## src/rtl/core/tbprq_pkg.sv

```systemverilog
package tbprq_pkg;

	// Default sizes of the queue arrays.
	localparam int LEVELS_DEF      = 10;
	localparam int QUEUE_DEPTH_DEF = 16;
	localparam int ID_BITS_DEF     = 16;

	// Queue index of a level is its priority plus this offset.
	localparam int PRIO_OFFSET = 5;

	// Field widths on the stream ports.
	localparam int MODE_W     = 2;
	localparam int TASK_W     = 16;
	localparam int PRIO_W     = 4;
	localparam int IN_DATA_W  = 24;
	localparam int OUT_DATA_W = 16;
	localparam int OUT_USER_W = 3;

	// Request codes carried on the input tuser.
	localparam logic [MODE_W-1:0] MODE_ADD_ACTIVE   = 2'd0;
	localparam logic [MODE_W-1:0] MODE_ADD_INACTIVE = 2'd1;
	localparam logic [MODE_W-1:0] MODE_TAKE         = 2'd2;

	typedef enum logic [1:0] {
		ST_IDLE,
		ST_LOOKUP,
		ST_FETCH
	} state_t;

endpackage

```

## src/rtl/core/tbprq_pick.sv

```systemverilog
module tbprq_pick #(
	parameter int LEVELS = tbprq_pkg::LEVELS_DEF
) (
	input  logic [tbprq_pkg::MODE_W-1:0]        mode,
	input  logic signed [tbprq_pkg::PRIO_W-1:0] priority_req,
	input  logic                                bank,
	input  logic [2*LEVELS-1:0]                 nonempty,
	output logic [$clog2(2*LEVELS)-1:0]         q,
	output logic                                found
);
	import tbprq_pkg::*;

	localparam int Q_W   = $clog2(2*LEVELS);
	localparam int LVL_W = $clog2(LEVELS);

	logic [LVL_W-1:0]  add_lvl;
	logic [LVL_W-1:0]  take_lvl;
	logic [LEVELS-1:0] act;
	logic              add_bank;

	// Out-of-range priorities clamp to the first or the last queue.
	always_comb begin
		int p;
		p = int'(priority_req) + PRIO_OFFSET;
		if (p < 0) begin
			p = 0;
		end
		if (p > LEVELS - 1) begin
			p = LEVELS - 1;
		end
		add_lvl = LVL_W'(p);
	end

	assign act = bank ? nonempty[2*LEVELS-1:LEVELS] : nonempty[LEVELS-1:0];

	// Lowest-numbered non-empty queue of the active bank wins.
	always_comb begin
		found    = 1'b0;
		take_lvl = '0;
		for (int i = LEVELS - 1; i >= 0; i--) begin
			if (act[i]) begin
				found    = 1'b1;
				take_lvl = LVL_W'(i);
			end
		end
	end

	assign add_bank = (mode == MODE_ADD_ACTIVE) ? bank : ~bank;

	always_comb begin
		if (mode == MODE_TAKE) begin
			q = bank ? Q_W'(LEVELS) + Q_W'(take_lvl) : Q_W'(take_lvl);
		end else begin
			q = add_bank ? Q_W'(LEVELS) + Q_W'(add_lvl) : Q_W'(add_lvl);
		end
	end

endmodule

```

## config.mk

```make
export PLATFORM = sky130hd
export DESIGN_NAME = tbprq_pick
export DESIGN_NICKNAME = d
export VERILOG_FILES = /design/src/rtl/core/tbprq_pkg.sv /design/src/rtl/core/tbprq_pick.sv
export SDC_FILE = /design/constraint.sdc
export NUM_CORES = 1
export LEC_CHECK = 0
export ABC_AREA = 1
export BUFFER_PORTS_ARGS = -buffer_cell sky130_fd_sc_hd__buf_2
export CAP_MARGIN = 20
export CORE_AREA = 2 2 39 41
export DETAILED_ROUTE_END_ITERATION = 12
export DIE_AREA = 0 0 41 43
export PLACE_DENSITY = 0.81
export SYNTH_ARGS = -nofsm -noshare
export SYNTH_HDL_FRONTEND = slang
export SYNTH_SLANG_ARGS = --single-unit
```

## constraint.sdc

```tcl
create_clock -name vclk -period 1.85
set_input_delay 0.185 -clock vclk [all_inputs]
set_output_delay 0.185 -clock vclk [all_outputs]
set_load 0.01 [all_outputs]
```

# --- Word-level counts from Yosys, hierarchy flattened ---
# Index checks and enable logic that the tools add are counted.
totals:
  inputBits: 27
  out_inout_bits: 6
  reg_bits: 0
classes:
  n_mux: 27
  addsub: 3
  n_lt_le_gt_ge: 2
  reduce_logical: 1
  n_bitwise: 1
  eq_ne: 1
ops:
  columns: ["cell", "n"]
  rows:
  - ["$mux W4", 11]
  - ["$gt A32 B5 Y1 const B", 1]
  - ["$mux W32", 1]
  - ["$mux W5", 3]
  - ["$mux W1", 11]
  - ["$add A4 B4 Y5 const A", 2]
  - ["$mux W10", 1]
  - ["$add A4 B4 Y5 const B", 1]
  - ["$lt A5 B1 Y1 const B", 1]
  - ["$eq A2 B2 Y1 const B", 1]
  - ["$logic_not A2 Y1", 1]
  - ["$not A1 Y1", 1]

# --- Logic depth before layout (Yosys ltp) ---
logic_depth:
  depth_word: 14
  depth_mapped: 14
  mapped_depth_nobuf: 13

# --- Least setup slack after synthesis ---
# No wires, ideal clock.
synth_timing:
  path_type: "input -> output"
  startpoint: "input port priority_req[0] (netlist bit)"
  endpoint: "output port q[2]"
  arrival_ns: 1.398
  path_stages: 7
  path_buffers: 0
  setup_slack_ns: 0.267
  cell_sequence: "ha_1 > xor2_1 > or2_2 > nor2_1 > ha_1 > nand2_1 > nand4_1"
synth_via:
  elab_chain_len: 8
synth_rtl:
  columns: ["item", "line", "text"]
  rows:
  - ["from (decl)", "tbprq_pick.sv:5", "input logic signed [tbprq_pkg::PRIO_W-1:0] priority_req,"]
  - ["$add A4 B4 Y5 *", "tbprq_pick.sv:24", "p = int'(priority_req) + PRIO_OFFSET;"]
  - ["$lt A5 B1 Y1", "tbprq_pick.sv:25", "if (p < 0) begin"]
  - ["$mux W32 *", "tbprq_pick.sv:25", null]
  - ["$gt A32 B5 Y1", "tbprq_pick.sv:28", "if (p > LEVELS - 1) begin"]
  - ["$mux W4 *", "tbprq_pick.sv:28", null]
  - ["$add A4 B4 Y5", "tbprq_pick.sv:54", "q = add_bank ? Q_W'(LEVELS) + Q_W'(add_lvl) : Q_W'(add_lvl);"]
  - ["$mux W5 *", "tbprq_pick.sv:54", null]
  - ["$mux W5 *", "tbprq_pick.sv:51", "if (mode == MODE_TAKE) begin"]
  - ["to (decl)", "tbprq_pick.sv:8", "output logic [$clog2(2*LEVELS)-1:0] q,"]
# Every way passes the cells marked *; elsewhere a longest branch is shown, timed or not.

# --- Worst setup path in the final report ---
layout_timing:
  startpoint: "input port priority_req[1] (netlist bit)"
  endpoint: "output port q[3]"
# The elaborated chain is that of the path after synthesis.

==> metrics.cfg <==
[status]
status = complete, no violations

[timing]
fin_ws_ns = 0.0400
slew-limit-headroom_pct = 81.6
hold_violations = 0
final.period_utilization_pct = 97.8
tns_ns = 0
worstMarginPinSlew_ns = 0.274
layout_min_cycle_time_ns = 1.81
max_freq_mhz = 552
finalSetupViolations = 0
slew_viol_final = 0

[die]
ios = 33
die_y_um = 43
fp.dieArea_mm2 = 0.00176
core_mm2 = 0.00138
fp-row-count = 14
initial_core_util_pct = 41.9
die_w_um = 41

[final_layout]
regArea_um2 = 0
antennaDiodeCount = 0
area_growth_pct = 61.3
design_area_um2 = 935
finalNetCount = 193
design.seq.count = 0
num-clock-buffers = 0
final_layout_size_suffix_gt1_share_pct = 44.1
instances_no_fill = 177

[route]
wire_per_inst_um = 10.4
routed-wl-met2_um = 1060
drt-met1-wl_um = 650
dr.pass1.iters = 4
ant_nets = 0
drt-initial-drc-count = 31
vias = 875
via_per_inst = 4.94
top_layer = met4
wl_um = 1840
remaining_drc_errors = 0
wl_met3_um = 116

[pwr]
power_frac_clock_pct = 0
powerDensity_mw_per_mm2 = 277
p_sw_share_pct = 54.5
power.share.sequential_pct = 0
p_int_uw = 118
ir_drop_mv = 0.147
power.switching_uw = 141
combPwrFrac_pct = 100.0
p_leak_nw = 0.541

[worst_setup_path]
start_kind = input port
endpoint = q[3]
cp-end-kind = output pin
cp.arrival_ns = 1.62
worstSetupPathType = input port to output pin
path_max_fanout = 3
cp-startpoint = priority_req[1]
cp.required_ns = 1.66

[yosys]
syn_area_per_cell_um2 = 4.95
yosysWarnings = 0
postSynthCellCount = 117
syn-num-nets = 147
synth_seq_area_share_pct = 0
syn_area_um2 = 579
synth_cell_types = 23

[placement]
dp_hpwl_um = 1330
placed_cells = 175
place_ws_ns = -0.0789
portBuffers = 33
place_congestion = 0.788
place_area_um2 = 828

[grt]
antenna_found_initial = 0
grt-ovfl-total = 0
grt_pass1_wl_um = 2610
grt_max_degree = 8
grtUsageTotal_pct = 19.6
grt_pass1_vias = 722

[min_path]
hold_depth = 7
hold_class = input port to output pin

[clock_network]
cts_hold_buf = 0

[run]
maxCapViolations = 0

==> through the flow <==
step | power (mW) | hold slack [ns] | utilization (%)
2_1_floorplan | 0.131 | 0.591 | -
3_3_place_gp | 0.207 | 0.819 | 59.9
3_5_place_dp | 0.215 | 0.825 | 59.9
4_1_cts | 0.222 | 0.812 | 61.3
5_1_grt | 0.284 | 0.906 | 67.5
6_report | 0.259 | 0.829 | 67.5
==> cells in the mapped netlist (all sizes together) <==
library cell / n / area [um^2]
nand3: 9 / 57.6
nor2: 15 / 63.8
inv: 19 / 71.3
a21oi: 4 / 23.8
or2: 4 / 25.0
nand4: 2 / 12.5
o21ai: 10 / 61.3
and2: 1 / 8.76
nand2: 44 / 168
xor2: 2 / 17.5
o2111ai: 1 / 8.76
nor3: 1 / 5.00
buf: 2 / 18.8
ha: 3 / 37.5
==> power groups by stage <==
stage / Combinational [mW] / Sequential, mW / Clock, mW
6_report: 0.259 / 0 / 0
5_1_grt: 0.284 / 0 / 0
4_1_cts: 0.222 / 0 / 0
3_5_place_dp: 0.215 / 0 / 0
3_3_place_gp: 0.207 / 0 / 0
2_1_floorplan: 0.131 / 0 / 0
==> layer usage <==
layer	global-route usage [%]	up-vias
li1	-	454
met1	20.6	381
met2	40.9	38
met3	0	2
met4	0	0
met5	0	-
==> worst min-delay path by stage <==
stage                            start     to
after floorplan                mode[0]   q[3]
after global placement     nonempty[6]  found
after detailed placement   nonempty[6]  found
after CTS                  nonempty[6]  found
after global routing      nonempty[12]   q[0]
final                     nonempty[12]   q[0]
==> cell type report <==
type	count	area [um^2]
Fill cell	121	449
Inverter	19	73.8
Multi-Input combinational cell	96	572
Tap cell	16	20.0
Timing Repair Buffer	46	269
==> critical path: stages <==
cell and delay (ns):
buf_2 0.12, ha_4 0.18, nor3_4 0.21, or2_4 0.18, nor2_4 0.04, ha_1 0.20, o21ai_0 0.20, nand3_1 0.11
nand2_1 0.09, buf_2 0.13
==> logic make-up (layout without fill, tap and decap cells) <==
| logic type | count (synthesis) | count (layout) | share of synthesized area, % |
|---|---|---|---|
| AOI/OAI and AO/OA | 15 | 15 | 16.2 |
| xor gates and xnor gates | 2 | 2 | 3.02 |
| adders and majority gates | 3 | 3 | 6.48 |
| buffers and inverters | 21 | 65 | 15.6 |
| and+or+nand+nor | 76 | 76 | 58.7 |
==> what timing repair did <==
| action | in CTS | in global routing |
|---|---|---|
| buffers inserted | 1 | 1 |
| gates resized for setup | 4 | 22 |
| endpoints found under the setup margin | 2 | 3 |
| pin swaps | 2 | 6 |
==> layout by cell type, fill, tap and decap left out, drive strengths merged <==
master and instances:
nor2 15, xor2 2, buf 46, nor3 1
o21ai 10, a21oi 4, inv 19, and2 1
ha 3, nand2 44, nand4 2, or2 4
nand3 9, o2111ai 1
No activity file was read; power rests on OpenSTA's default activity.
