--- config.mk ---
export PLATFORM = sky130hd
export DESIGN_NAME = tbprq_ram
export DESIGN_NICKNAME = d
export VERILOG_FILES = /design/src/rtl/core/tbprq_ram.sv
export SDC_FILE = /design/constraint.sdc
export NUM_CORES = 1
export LEC_CHECK = 0
export BUFFER_PORTS_ARGS = -buffer_cell sky130_fd_sc_hd__clkbuf_2
export CAP_MARGIN = 0
export CORE_ASPECT_RATIO = 0.8
export CORE_MARGIN = 2
export CORE_UTILIZATION = 50
export CTS_CLUSTER_DIAMETER = 100
export DETAILED_ROUTE_END_ITERATION = 8
export GPL_TIMING_DRIVEN = 0
export PLACE_DENSITY_LB_ADDON = 0.3
export SLEW_MARGIN = 20
export SYNTH_ARGS = -nofsm -noshare
export SYNTH_HDL_FRONTEND = slang
export SYNTH_SLANG_ARGS = --single-unit
--- constraint.sdc ---
create_clock -name clk -period 1.96 [get_ports clk]
set_input_delay 0.49 -clock clk [delete_from_list [all_inputs] [get_ports clk]]
set_output_delay 0.49 -clock clk [all_outputs]
set_load 0.02 [all_outputs]
--- src/rtl/core/tbprq_ram.sv ---
module tbprq_ram #(
	parameter int WIDTH = 8,
	parameter int DEPTH = 16
) (
	input  logic                     clk,
	input  logic                     we,
	input  logic [$clog2(DEPTH)-1:0] waddr,
	input  logic [WIDTH-1:0]         wdata,
	input  logic                     re,
	input  logic [$clog2(DEPTH)-1:0] raddr,
	output logic [WIDTH-1:0]         rdata
);

	logic [WIDTH-1:0] mem [DEPTH];

	always_ff @(posedge clk) begin
		if (we) begin
			mem[waddr] <= wdata;
		end
		if (re) begin
			rdata <= mem[raddr];
		end
	end

endmodule

=== Yosys cells after proc, flatten, opt, wreduce, memory -nomap -nowiden ===
Memory sizes are Yosys's and may differ from the RTL's. A register that Yosys moved wholly into a read port is not among the register bits.
Cells that the tools add are included.

* Flip-flop bits (word level): 0
* Memory bits (writable): 128
* Input bits: 19
* Output and inout bits: 8
* Memories: 1

* Muxes and demuxes: 2

{| class="wikitable"
|+ Memory list
! memory !! depth !! width !! read ports !! clocked after Yosys merged registers in !! write ports !! line !! text
|-
| mem || 16 || 8 || 1 || 1 || 1 || 14 || <nowiki>logic [WIDTH-1:0] mem [DEPTH];</nowiki>
|}

{| class="wikitable"
|+ Operators by type and width
! kind !! number
|-
| $mux 1 || 2
|}

=== Logic depth before layout (Yosys ltp) ===
Gate-level depths: netlist of the first run.

* Word-level depth: 2
* Mapped depth: 5
* Depth with buffers taken out: 3

=== Worst setup path before layout of the first run ===
OpenSTA, ideal clock, no wires.

* Path kind: input -> register
* Start: in waddr[2]
* End: mem mem[0][0], enable pin
* Setup time: 0.383 ns
* Arrival time: 1.600 ns
* Path slack: -0.023 ns
* Cell stages on the path: 2
* Cell sequence: or3b_2 nor3_1

{| class="wikitable"
|+ RTL lines
! item !! line !! text
|-
| from (decl) || 7 || <nowiki>input logic [$clog2(DEPTH)-1:0] waddr,</nowiki>
|-
| to (decl) || 14 ||
|}

No word-level cell before the write port.

=== Worst setup path in the final report of the first run ===
* Start: in waddr[2]
* End: mem mem[2][0], enable pin

No word-level cell before the write port.

==> results of run 1 <==
-- metal layers --
metal  track usage [%]  share of wire (%)  wire [µm]
met5                 0                  0          0
met4              6.63                1.1        107
met3              6.70                5.9        584
met2              28.4                 46       4550
met1              27.8                 47       4680
-- flip-flops by register name (all words and copies together), names as in the netlist --
| name | count |
|---|---|
| mem | 128 |
| rdata | 8 |
-- kinds of logic after synthesis --
| logic type | share of synthesized area [%] |
|---|---|
| AO/OA/AOI/OAI | 2.30 |
| AND/OR/NAND/NOR | 3.14 |
| buffers and inverters | 1.65 |
| multiplexers | 14.8 |
| flip-flops | 78.1 |
-- power groups by stage --
stage	registers [mW]	clock network, mW	logic (mW)
after floorplan	3.37	0	0.166
after global placement	3.35	0	0.322
after detailed placement	3.35	0	0.329
after CTS	3.29	3.13	0.330
after global routing	3.30	3.29	0.347
final	3.29	3.09	0.326
-- layout by cell type (no fill, tap or decap), drive strengths merged --
cell and count:
buf 7, and2b 1, nor2b 1, or3b 1
nand2b 2, bufinv 3, nor2 13, mux4 32
nor3 4, clkinvlp 2, clkinv 5, a22oi 16
nand2 9, nand3 1, and2 1, edfxtp 136
clkdlybuf4s25 3, nand3b 2, clkbuf 47
-- area by class of cell --
cell class | instances | area [µm²]
fillers | 740 | 4080
plain buffers | 10 | 86.3
clock inverters | 10 | 128
clock buffers | 22 | 444
repair buffers | 25 | 125
well taps | 140 | 175
flip-flops and latches | 136 | 4080
multi-input cells | 83 | 1080
-- worst max path at each step --
stage                endpoint  startpoint  cells past startpoint
detailed placement  mem[2][2]    waddr[2]                      3
global placement    mem[8][3]    waddr[2]                      3
floorplan            rdata[1]    raddr[0]                      5
finish              mem[2][0]    waddr[2]                      3
global route        mem[2][2]    waddr[2]                      3
CTS                 mem[2][3]    waddr[2]                      3
-- stage by stage --
| step | setup slack [ps] | cells |
|---|---|---|
| finish | 206 | 426 |
| global placement | -333 | 394 |
| floorplan | 188 | 229 |
| detailed placement | -252 | 394 |
| global route | 106 | 426 |
| CTS | 187 | 426 |
==> impl_metrics.yaml, run 1 <==
power:
  p_leak_nw: 2.04
  p_per_area_nw_per_um2: 1100
  power.internal_mw: 5.39
  peakVddDrop_mv: 0.709
  p_total_mw: 6.71
  p_comb_share_pct: 4.9
  power_frac_clock_pct: 46.1
  sw_frac_of_total_pct: 19.8
  p_sw_mw: 1.33
  seqPwrFrac_pct: 49.0
synthesis:
  async_flop_share_pct: 0
  synth_cell_types: 18
  synth_area_per_cell_um2: 22.8
  synth_top_flop_cell: "edfxtp_1"
  synth_edf_count: 136
  yosysTopAreaCellShare_pct: 78.1
  ys_seq_area_share_pct: 78.1
  synth_common_cells: "edfxtp_1 (136), mux4_2 (18), a22oi_1 (16), mux4_1 (14), nor2_1 (13)"
  ys_warn_count: 0
  synth.cell_area_um2: 5230
  synth_top_area_cell: "edfxtp_1"
  yosys-top-cells-area: "edfxtp_1 (78%), mux4_2 (7.8%), mux4_1 (7.0%)"
  ys_ff_latch: 136
  synth_cells: 229
  yosysMostFrequentCell: "edfxtp_1"
  synth_nets: 248
timing:
  post-route-min-period_ps: 1750
  holdWs_ps: 428
  rsz0062_at_grt: "false"
  slew_violations: 0
  setup-violations-final: 0
  fin_crit_sh_pct: 89.5
  tightest_slew_ps: 839
  tns_ps: 0
  slew_headroom_pct: 43.8
  hold_violations: 0
  max_freq_mhz: 570
  skew_ps: 5.29
die:
  dieArea_um2: 11300
  row_count: 33
  ios: 27
  die_h_um: 95.5
  start_util_pct: 51.3
  core_um2: 10200
  die_w_um: 118
drt:
  drt_iter0_drc: 214
  drc_errors: 0
  antenna_left: 0
  via_per_inst: 5.68
  wl_um: 9920
  first_pass_iters: 4
  vias: 2418
  wl_per_cell_um: 23.3
cts:
  root_buffer: "clkbuf_16"
  path_clk_slew_ps: 50
  clock_latency_ps: 420
  hold_buffers: 0
  cts_tree: "yes"
  post_cts_buffers: 0
  htree_num_levels: 4
  cts_buffers: 17
  cts_max_path_buffers: 2
  post_cts_resized: 0
  cts.sinks: 136
critical_path:
  r2r-end: "rdata[0]"
  crit_required_ps: 2000
  r2r_start: "mem[5][0]"
  path_buf_inv: 1
  cp_max_fo: 8
  slowest_delay_ps: 660
  r2r_setup_slack_ps: 400
  worstSetupPathType: "in2reg"
  cpMaxStageDelayCell: "nor2_1"
  worst_setup_path_start_kind: "primary input"
  arrival_ps: 1800
  critical_path.top_delay_family: "simple AND/OR/NAND/NOR gates"
  crit_chain: "clkbuf_2 -> or3b_2 -> nor2_1"
  cp-end-kind: "flop"
  r2r_cells: 3
placed_design:
  placed_area_um2: 5550
  placement.io_buffers: 25
  dpl.hpwl_um: 6240
  gp_congestion: 0.738
cells_and_area:
  nets: 292
  area_growth_pct: 17.1
  drive_gt1_share_pct: 29.0
  diodes: 0
  fin_util_pct: 60.0
  fin_area_um2: 6120
global_route:
  grt_overflow: 0
  grt_pass1_wl_um: 14700
  grt_usage_pct: 19.5
  grt_max_degree: 17
  first_global_vias: 2423
  antenna_found_initial: 0
worst_hold_path:
  hold_start: "re"
  worst_hold_path.num_cells: 1
  hold_end: "rdata[4]"
  hp-class: "in2reg"
outcome:
  run_status: "finished, final reports clean"
job:
  cap_violations: 0
(Power assumes the default switching activity.)
==> run 2, diff against run 1 <==
--- a/config.mk
+++ b/config.mk
@@ -5,6 +5,7 @@
 export SDC_FILE = /design/constraint.sdc
 export NUM_CORES = 1
 export LEC_CHECK = 0
+export ABC_AREA = 1
 export BUFFER_PORTS_ARGS = -buffer_cell sky130_fd_sc_hd__clkbuf_2
 export CAP_MARGIN = 0
 export CORE_ASPECT_RATIO = 0.8
==> impl_metrics.yaml, run 2 <==
cts:
  path_clk_slew_ps: 60
  root_buffer: "clkbuf_16"
  cts_tree: "yes"
  hold_buffers: 0
  htree_num_levels: 4
  post_cts_resized: 0
  post_cts_buffers: 0
  cts_max_path_buffers: 2
  clock_latency_ps: 420
  cts_buffers: 17
  cts.sinks: 136
synthesis:
  synth_common_cells: "nand2_1 (173), edfxtp_1 (136), inv_1 (100), nand3_1 (97), nor2_1 (17)"
  async_flop_share_pct: 0
  synth_nets: 570
  ys_ff_latch: 136
  synth.cell_area_um2: 5850
  synth_top_flop_cell: "edfxtp_1"
  yosys-top-cells-area: "edfxtp_1 (70%), nand2_1 (11%), nand3_1 (8.3%)"
  synth_area_per_cell_um2: 10.6
  ys_seq_area_share_pct: 69.8
  synth_edf_count: 136
  synth_top_area_cell: "edfxtp_1"
  yosysMostFrequentCell: "nand2_1"
  yosysTopAreaCellShare_pct: 69.8
  synth_cells: 551
  synth_cell_types: 11
  ys_warn_count: 0
global_route:
  antenna_found_initial: 0
  busiest_layer: "met2"
  grtUsageMet2_pct: 35.4
  grt_pass1_wl_um: 21100
  first_global_vias: 3787
  grt_use_met3_pct: 6.63
  grt_usage_pct: 23.4
  grt_max_degree: 17
  grt_util_met1_pct: 32.4
  grt_overflow: 0
timing:
  max_freq_mhz: 632
  post-route-min-period_ps: 1580
  rsz0062_at_grt: "false"
  tns_ps: 0
  tightest_slew_ps: 972
  hold_violations: 0
  fin_crit_sh_pct: 80.7
  setup-violations-final: 0
  skew_ps: 6.46
  slew_violations: 0
  slew_headroom_pct: 35.0
drt:
  wl_um: 13800
  drt_iter0_drc: 414
  first_pass_iters: 5
  drc_errors: 0
  wl_per_cell_um: 18.3
  antenna_left: 0
  vias: 3981
  via_per_inst: 5.28
critical_path:
  worstSetupPathType: "in2reg"
  endpoint: "mem[8][7]"
  worst_setup_path_start_kind: "primary input"
  startpoint: "waddr[2]"
  arrival_ps: 1630
  cp-end-kind: "flop"
  r2r_start: "mem[10][5]"
  cp_max_fo: 8
  r2r-end: "rdata[5]"
  r2r_setup_slack_ps: 740
  r2r_cells: 6
  crit_required_ps: 2010
cells_and_area:
  largest_register_ffs: 128
  multi_input_area_um2: 1210
  area_growth_pct: 15.1
  regMostFlops: "mem"
  final_common_cell: "nand2_1"
  most-common-layout-cells: "nand2_1 (173), edfxtp_1 (136), inv_1 (100)"
  nets: 612
  reg_top3: "mem x128, rdata x8"
  drive_gt1_share_pct: 12.9
  seqCellArea_um2: 4080
  fin_area_um2: 6730
  diodes: 0
  fill_cells: 957
outcome:
  run_status: "finished, final reports clean"
placed_design:
  dpl.hpwl_um: 9040
  gp_congestion: 0.950
  placed_area_um2: 6150
  placement.io_buffers: 23
die:
  start_util_pct: 51.0
  core_um2: 11500
  die_h_um: 101
  dieArea_um2: 12600
  die_w_um: 125
  row_count: 35
  ios: 27
power:
  p_leak_nw: 2.90
  p_per_area_nw_per_um2: 1010
  peakVddDrop_mv: 0.726
worst_hold_path:
  hp-class: "in2reg"
job:
  cap_violations: 0
[run 2: cells by family (layout without fill, tap and decap cells)]
logic type / after synthesis / count (layout) / share of synthesized area, %
flip-flops: 136 / 136 / 69.8
buffers and inverters: 126 / 181 / 9.39
AND/OR/NAND/NOR: 289 / 289 / 20.8
[run 2: how the worst min path moves through the flow]
stage          cells after the start        end  startpoint
5_1_grt                            1   rdata[1]          re
2_1_floorplan                      0  mem[0][0]    wdata[0]
3_5_place_dp                       6   rdata[0]  mem[15][0]
6_report                           1   rdata[1]          re
3_3_place_gp                       6   rdata[7]   mem[6][7]
4_1_cts                            1   rdata[1]          re
[run 2: worst max-delay path: stages]
cell and delay (ps):
clkbuf_2 110, nand3b_1 240, nor2_1 780
[run 2: area by class of cell]
cell class / count / share of cell area (%)
Clock inverter: 15 / 2.31
Multi-Input combinational cell: 289 / 18.0
Inverter: 102 / 5.69
Buffer: 24 / 2.47
Tap cell: 148 / 2.75
Timing Repair Buffer: 23 / 1.71
Clock buffer: 17 / 6.32
Sequential cell: 136 / 60.7
[run 2: through the flow]
stage               util [%]  worst slack (ps)  power [mW]  std cells  hold WS, ps
CTS                     58.6               409        6.86        754          445
detailed placement      53.6             -43.3        3.78        722          769
global placement        53.6             -19.8        3.77        722          764
floorplan                  -               519        3.60        551          589
finish                  58.6               378        6.82        754          460
global route            58.6               319        7.02        754          459
[run 2: layer usage]
layer / share of wire, % / vias to the layer above
li1: - / 1869
met1: 43 / 1910
met2: 45 / 174
met3: 9.4 / 28
met4: 2.6 / 0
met5: 0 / -
[run 2: report_power, final]
part           total (mW)  leakage [nW]  switching [mW]  internal [mW]
Clock                3.09         0.271            1.22           1.87
Combinational       0.438          1.40           0.317          0.122
Sequential           3.29          1.24          0.0156           3.28
Total                6.82          2.90            1.56           5.27
